==> src/hw/rtl/top_k_peak_selector_defines.svh <==
// assertion macros for the top-k peak selector
`ifndef TOP_K_PEAK_SELECTOR_DEFINES_SVH
`define TOP_K_PEAK_SELECTOR_DEFINES_SVH

// condition that must hold at every clock edge out of reset
`define TKPS_ASSERT_ALWAYS(lbl, cond, msg) \
  lbl: assert property (@(posedge clk) disable iff (rst) (cond)) else $error(msg);

// condition that must hold in the cycle after a trigger
`define TKPS_ASSERT_NEXT(lbl, trig, cond, msg) \
  lbl: assert property (@(posedge clk) disable iff (rst) (trig) |=> (cond)) else $error(msg);

`endif

==> src/hw/rtl/tkps_pkg.sv <==
// shared types and constants for the top-k peak selector
`timescale 1ns / 1ps

package tkps_pkg;

  localparam int DEF_MAX_PEAKS = 16;
  localparam int DEF_FRAME_MAX = 4096;

  localparam int VAL_W = 32;
  localparam int IDX_W = 12;
  localparam int POS_W = 32;
  localparam int RANK_W = 5;
  localparam int PCNT_W = 5;
  localparam int XOFF_W = 21;
  localparam int CFG_W = 21;
  localparam int CFG_ADDR_W = 1;

  localparam logic [CFG_ADDR_W-1:0] REG_PEAK_COUNT = 1'd0;
  localparam logic [CFG_ADDR_W-1:0] REG_X_OFFSET = 1'd1;

  localparam logic [PCNT_W-1:0] PEAK_COUNT_RST = 5'd10;
  localparam logic [XOFF_W-1:0] X_OFFSET_RST = 21'h1f09e8; // -63000

  typedef struct packed {
    logic signed [VAL_W-1:0] value;
    logic [IDX_W-1:0]        index;
    logic signed [POS_W-1:0] pos;
  } entry_t;

  typedef struct packed {
    logic insert;
    logic drain;
  } ctrl_t;

endpackage

==> src/hw/rtl/tkps_cell.sv <==
// one slot of the sorted peak list: compare, hold, take new or shift
`timescale 1ns / 1ps

module tkps_cell (
  input  logic           clk,
  input  tkps_pkg::ctrl_t ctrl,
  input  tkps_pkg::entry_t new_entry,
  input  tkps_pkg::entry_t prev_entry,
  input  tkps_pkg::entry_t next_entry,
  input  logic           occ,
  input  logic           ge_prev,
  output logic           ge,
  output tkps_pkg::entry_t entry
);
  import tkps_pkg::*;

  entry_t entry_next;

  // occupied slot whose value stays ahead of the new sample (earlier wins ties)
  assign ge = occ && (entry.value >= new_entry.value);

  always_comb begin
    entry_next = entry;
    if (ctrl.insert) begin
      if (!ge) begin
        entry_next = ge_prev ? new_entry : prev_entry;
      end
    end else if (ctrl.drain) begin
      entry_next = next_entry;
    end
  end

  always_ff @(posedge clk) begin
    entry <= entry_next;
  end

endmodule

==> src/hw/rtl/top_k_peak_selector.sv <==
// top level of the top-k peak selector: config, chain of slots, drain and output word
`timescale 1ns / 1ps
//
// Input stream: one sample word per beat, s_axis_tdata = {y_sample, x_raw},
// s_axis_tlast marks the final sample of a frame. Samples are taken at one
// word per cycle while s_axis_tready is high; each enters a chain of
// MAX_PEAKS compare-and-shift slots that keeps the largest amplitudes in
// descending order, ties keeping the earlier sample first.
// On the tlast word the list holds its final order in the next cycle. The
// block then reads out min(peak_count, MAX_PEAKS, filled) words by shifting
// the chain toward slot 0, one per cycle while the receiver takes them; the
// first result is registered once the state has turned to readout, and the
// last result carries m_axis_tlast. s_axis_tready is low during this
// readout; a zero count emits nothing.
// The output word sits in a register, so a receiver stall holds it and
// pauses the readout without losing data.
// Config writes (cfg_we, cfg_addr, cfg_data) take effect at the next edge.
// The user must make them while the block is idle; the block does not enforce
// it. Reset (rst, synchronous) restores peak_count 10 and x_offset -63000 and
// empties the list and the counter.
`include "top_k_peak_selector_defines.svh"

module top_k_peak_selector #(
  parameter int MAX_PEAKS = tkps_pkg::DEF_MAX_PEAKS,
  parameter int FRAME_MAX = tkps_pkg::DEF_FRAME_MAX
) (
  input  logic                            clk,
  input  logic                            rst,
  input  logic                            cfg_we,
  input  logic [tkps_pkg::CFG_ADDR_W-1:0] cfg_addr,
  input  logic [tkps_pkg::CFG_W-1:0]      cfg_data,
  input  logic                            s_axis_tvalid,
  output logic                            s_axis_tready,
  input  logic [63:0]                     s_axis_tdata,  // x_raw[31:0], y_sample[63:32]
  input  logic                            s_axis_tlast,  // frame_end
  output logic                            m_axis_tvalid,
  input  logic                            m_axis_tready,
  // rank[4:0], sample_index[16:5], x_corrected[48:17], y_peak[80:49], zeros[87:81]
  output logic [87:0]                     m_axis_tdata,
  output logic                            m_axis_tlast   // last_peak
);
  import tkps_pkg::*;

  localparam int CW = $clog2(MAX_PEAKS + 1);
  localparam int KW = (CW > PCNT_W) ? CW : PCNT_W;
  localparam int CNTW = $clog2(FRAME_MAX);

  typedef enum logic [1:0] {
    ST_RUN   = 2'b01,
    ST_DRAIN = 2'b10
  } state_t;

  state_t state;
  logic [PCNT_W-1:0] peak_count;
  logic [XOFF_W-1:0] x_offset;
  logic [CW-1:0] filled;
  logic [CW-1:0] filled_next;
  logic [CNTW-1:0] sample_counter;
  logic [CW-1:0] remain;
  logic [RANK_W-1:0] rank_cnt;

  logic in_acc;
  logic load;
  ctrl_t ctrl;
  entry_t new_entry;
  logic signed [POS_W:0] x_sum;
  logic signed [POS_W-1:0] x_sat;
  logic [KW-1:0] k_val;
  logic [KW-1:0] pc_ext;
  logic [KW-1:0] fill_ext;

  entry_t cell_q [MAX_PEAKS];
  logic [MAX_PEAKS-1:0] ge;
  logic [MAX_PEAKS-1:0] occ;

  logic [RANK_W-1:0] o_rank;
  logic [IDX_W-1:0] o_index;
  logic signed [POS_W-1:0] o_pos;
  logic signed [VAL_W-1:0] o_value;

  assign s_axis_tready = (state == ST_RUN);
  assign in_acc = s_axis_tvalid && s_axis_tready;
  assign load = (state == ST_DRAIN) && (!m_axis_tvalid || m_axis_tready);
  assign ctrl = '{insert: in_acc, drain: load};

  // x plus offset with 33-bit sum, clamped to the 32-bit range
  assign x_sum = {s_axis_tdata[31], s_axis_tdata[31:0]}
               + {{(POS_W + 1 - XOFF_W){x_offset[XOFF_W-1]}}, x_offset};
  always_comb begin
    x_sat = x_sum[POS_W-1:0];
    if (x_sum[POS_W] != x_sum[POS_W-1]) begin
      x_sat = x_sum[POS_W] ? {1'b1, {(POS_W-1){1'b0}}} : {1'b0, {(POS_W-1){1'b1}}};
    end
  end

  assign new_entry = '{value: s_axis_tdata[63:32], index: IDX_W'(sample_counter), pos: x_sat};

  genvar gi;
  generate
    for (gi = 0; gi < MAX_PEAKS; gi++) begin : g_cell
      entry_t prev_e;
      entry_t next_e;
      logic   ge_p;
      assign occ[gi] = (filled > CW'(gi));
      if (gi == 0) begin : g_head
        assign prev_e = new_entry;
        assign ge_p = 1'b1;
      end else begin : g_body
        assign prev_e = cell_q[gi-1];
        assign ge_p = ge[gi-1];
      end
      if (gi == MAX_PEAKS - 1) begin : g_tail
        assign next_e = '0;
      end else begin : g_mid
        assign next_e = cell_q[gi+1];
      end
      tkps_cell u_cell (
        .clk        (clk),
        .ctrl       (ctrl),
        .new_entry  (new_entry),
        .prev_entry (prev_e),
        .next_entry (next_e),
        .occ        (occ[gi]),
        .ge_prev    (ge_p),
        .ge         (ge[gi]),
        .entry      (cell_q[gi])
      );
    end
  endgenerate

  // a full list keeps its size; otherwise every sample lands somewhere
  assign filled_next = (filled != CW'(MAX_PEAKS)) ? filled + 1'b1 : filled;

  // words to report: min(peak_count, MAX_PEAKS, filled after this sample)
  assign pc_ext = KW'(peak_count);
  assign fill_ext = KW'(filled_next);
  always_comb begin
    k_val = pc_ext;
    if (k_val > KW'(MAX_PEAKS)) begin
      k_val = KW'(MAX_PEAKS);
    end
    if (k_val > fill_ext) begin
      k_val = fill_ext;
    end
  end

  always_ff @(posedge clk) begin
    if (rst) begin
      peak_count <= PEAK_COUNT_RST;
      x_offset <= X_OFFSET_RST;
    end else if (cfg_we) begin
      case (cfg_addr)
        REG_PEAK_COUNT: peak_count <= cfg_data[PCNT_W-1:0];
        REG_X_OFFSET:   x_offset <= cfg_data[XOFF_W-1:0];
        default:        ;
      endcase
    end
  end

  always_ff @(posedge clk) begin
    if (rst) begin
      state <= ST_RUN;
      filled <= '0;
      sample_counter <= '0;
      remain <= '0;
      rank_cnt <= '0;
    end else begin
      case (state)
        ST_RUN: begin
          if (in_acc) begin
            if (s_axis_tlast) begin
              filled <= '0;
              sample_counter <= '0;
              remain <= CW'(k_val);
              rank_cnt <= RANK_W'(1);
              if (k_val != '0) begin
                state <= ST_DRAIN;
              end
            end else begin
              filled <= filled_next;
              if (sample_counter != CNTW'(FRAME_MAX - 1)) begin
                sample_counter <= sample_counter + 1'b1;
              end
            end
          end
        end
        ST_DRAIN: begin
          if (load) begin
            remain <= remain - 1'b1;
            rank_cnt <= rank_cnt + 1'b1;
            if (remain == CW'(1)) begin
              state <= ST_RUN;
            end
          end
        end
        default: state <= ST_RUN;
      endcase
    end
  end

  // output word register
  always_ff @(posedge clk) begin
    if (rst) begin
      m_axis_tvalid <= 1'b0;
    end else if (load) begin
      m_axis_tvalid <= 1'b1;
    end else if (m_axis_tready) begin
      m_axis_tvalid <= 1'b0;
    end
  end

  always_ff @(posedge clk) begin
    if (load) begin
      o_rank <= rank_cnt;
      o_index <= cell_q[0].index;
      o_pos <= cell_q[0].pos;
      o_value <= cell_q[0].value;
      m_axis_tlast <= (remain == CW'(1));
    end
  end

  assign m_axis_tdata = {7'd0, o_value, o_pos, o_index, o_rank};

  `TKPS_ASSERT_ALWAYS(a_fill_bound, filled <= CW'(MAX_PEAKS), "peak list over capacity")
  `TKPS_ASSERT_NEXT(a_frame_clear, in_acc && s_axis_tlast, (filled == '0) && (sample_counter == '0), "frame end did not clear the list")
  `TKPS_ASSERT_ALWAYS(a_drain_count, (state != ST_DRAIN) || (remain != '0), "readout with nothing left")
  `TKPS_ASSERT_NEXT(a_last_done, load && (remain == CW'(1)), (state == ST_RUN) && m_axis_tlast, "last word did not end readout")

endmodule
==> config.mk <==
export PLATFORM = sky130hd
export DESIGN_NAME = top_k_peak_selector
export DESIGN_NICKNAME = d
export VERILOG_FILES = /design/src/hw/rtl/tkps_pkg.sv /design/src/hw/rtl/tkps_cell.sv /design/src/hw/rtl/top_k_peak_selector.sv
export VERILOG_INCLUDE_DIRS = /design/src /design/src/hw/rtl
export SDC_FILE = /design/constraint.sdc
export NUM_CORES = 2
export LEC_CHECK = 0
export BUFFER_PORTS_ARGS = -buffer_cell sky130_fd_sc_hd__clkbuf_2
export CORE_ASPECT_RATIO = 0.9
export CORE_MARGIN = 2
export CORE_UTILIZATION = 64
export DETAILED_ROUTE_END_ITERATION = 10
export PLACE_DENSITY_LB_ADDON = 0.25
export SETUP_SLACK_MARGIN = 0.02
export SLEW_MARGIN = 20
export SYNTH_ARGS = -nofsm -noshare
export SYNTH_HDL_FRONTEND = slang
export SYNTH_HIERARCHICAL = 1
export SYNTH_SLANG_ARGS = --single-unit
==> constraint.sdc <==
create_clock -name clk -period 7.71 [get_ports clk]
set_clock_uncertainty 0.2 [all_clocks]
set_input_delay 0.771 -clock clk [delete_from_list [all_inputs] [get_ports clk]]
set_output_delay 0.771 -clock clk [all_outputs]
set_load 0.02 [all_outputs]
==> summary.txt <==
Status
  – Status: completed

Worst setup path
  – CP top delay family: buffers and inverters
  – Worst path cell trace: nor2b_1 > nand2_1 > inv_8 > buf_4 > o32a_2 > buf_4
  – CP max-delay cell: buf_4
  – Required time at the worst-slack endpoint: 7910 ps
  – Startpoint Class: flip-flop
  – Worst path arrival time: 4990 ps
  – Crit end category: flip-flop
  – Slowest stage delay, CP: 760 ps
  – Most frequent CP cell: buf_4
  – Buf/Inv on CP: 3
  – CP Max Fanout: 126
  – Setup CP Type: flip-flop to flip-flop

Detailed routing
  – Drt pass-1 iters: 8
  – DR iter-0 viols: 7541
  – Routed wire length: 210000 microns
  – Vias per cell: 6.25
  – DRC violations left: 0
  – DR vias: 61200
  – DR WL/cell: 21.5 microns
  – Antenna-violating nets left: 0

Finish
  – Area Growth Syn to Fin: 8.97%
  – Fin cells: 9785
  – Layout cell share with drive strength beyond 1: 0.0771
  – Ant. Diodes: 0
  – Nets: 8619
  – Final instance area: 0.0897 sq mm
  – Fin util: 0.704

Pwr
  – Clock power frac: 0.332
  – Sequential power share: 0.476
  – Fraction of power consumed by combinational cells: 0.192
  – P_sw: 0.00611 W
  – Leakage: 33.1 nW
  – Pwr dens: 229 mW/mm^2
  – Max IR drop VDD: 219 uV
  – Internal: 0.0144 W
  – Sw Ratio: 0.298

Global route
  – Congestion Overflow GR: 0
  – Largest net degree at the start of global routing: 271
  – First-pass GRT wire length: 326000 microns
  – Vias in the first global route: 57400
  – Initial antenna violation count: 0
  – Total track usage: 0.312

Clocking
  – CTS Hold Bufs: 18
  – CTS HTree Levels: 4
  – Post_cts resized: 0
  – Total CTS buffers: 146
  – Clock-pin slew on the worst setup and hold paths: 70 ps
  – Root Driver: clkbuf_16
  – Skew-Pair Late Insertion Delay: 790 ps
  – Postcts setup bufs: 0
  – CTS Sinks: 1354
  – TritonCTS clock tree: yes
  – Clock Path Buffers: 3

STA
  – Fmax: 0.209 GHz
  – Worst-margin pin slew: 1200 ps
  – Setup WS post-layout: 2920 ps
  – Setup TNS: 0 ps
  – Period minus WS final: 4790 ps
  – RSZ-0062 raised after global routing: false
  – Final Cycle Share: 0.621
  – Endpoints failing setup: 0
  – Endpoints failing hold: 0
  – Pins over their slew limit: 0
  – Max_slew headroom: 0.198

Floorplan
  – Full die area: 0.131 sq mm
  – Initial Util: 0.646
  – Die height: 344 microns
  – Die Wd: 382 microns
  – FP Rows: 124
  – I/O pin cnt: 183
  – Core footprint: 0.127 sq mm

Place
  – Hpwl dp: 143000 microns
  – Post-DP Area: 0.0849 sq mm
  – Placed Cells incl. Taps: 9504
  – DP Worst Slack: 2550 ps
  – # port buffers: 175
  – RePlAce Congestion: 0.906

Run
  – Max-Cap Viols: 0

Logic synthesis
  – Syn Area/Cell: 10.4 sq um
  – Ys Warns: 6
  – Post-Syn Instances: 7893
  – Synth Cell Area: 0.0823 sq mm

Hold path
  – Worst Hold Class: input port to flip-flop
==> layer usage <==
layer / wire (microns) / global-route usage / vias up
met4: 4300 / 0.0819 / 0
met1: 97000 / 0.494 / 28900
met3: 21400 / 0.0441 / 300
met5: 0 / 0 / -
met2: 87600 / 0.448 / 3069
li1: - / - / 28900
==> worst reg2reg max path, cell delays in order, from the launching register on <==
cell     delay [ps]
dfxtp_1         340
nor2b_1         410
nand2_1         410
inv_8           660
buf_4           820
o32a_2          740
buf_4           760
==> final cells by class <==
class	count	area, sq um
Tap cell	1701	2130
Clock buffer	184	3840
Fill cell	9138	37700
Clock inverter	79	724
Inverter	532	2010
Sequential cell	1354	40100
Timing Repair Buffer	296	2100
Multi-Input combinational cell	5639	38800
==> path summary, 6_finish.rpt <==
kind                              startpoint                         end  slack, ps  depth (start not counted)
setup / recovery                    state[0]  g_cell[7].u_cell/entry[26]       2920                          6
hold / removal                   cfg_data[4]                 x_offset[4]         40                          3
setup reg to reg                    state[0]  g_cell[7].u_cell/entry[26]       2920                          6
hold reg to reg   g_cell[0].u_cell/entry[20]                   o_pos[20]        260                          0
==> placed cells by master (no fill, tap or decap), drive strengths merged, types with 53 or more instances in the layout <==
master     n
a21oi   1472
edfxtp  1298
nor2    1295
mux2i   1225
ha       557
inv      540
clkbuf   359
nand2    208
o21ai    107
buf      103
conb      84
nand4     80
dfxtp     56
a211oi    55
clkinv    53
==> power by group through the flow <==
stage,Sequential [W],Clock [W],Combinational [W]
floorplan,0.00965,0,0.00271
global placement,0.00986,0,0.00360
detailed placement,0.00987,0,0.00382
CTS,0.00975,0.00691,0.00385
global route,0.00985,0.00716,0.00434
finish,0.00977,0.00682,0.00394
==> flip-flops by register name, summed over array words and instances (netlist names), 5 cells and up <==
register / count
o_pos: 32
pc_ext: 5
o_value: 32
x_offset: 21
o_index: 12
o_rank: 5
rank_cnt: 5
remain: 5
sample_counter: 12
filled: 5
g_cell.u_cell/entry: 1216
==> through the flow <==
step | hold WS [ps] | power [W]
global placement | 240 | 0.0135
detailed placement | 242 | 0.0137
global route | 52.3 | 0.0214
floorplan | 226 | 0.0124
CTS | 1.15 | 0.0205
finish | 44.9 | 0.0205
Power figures use the tool's default switching activity.
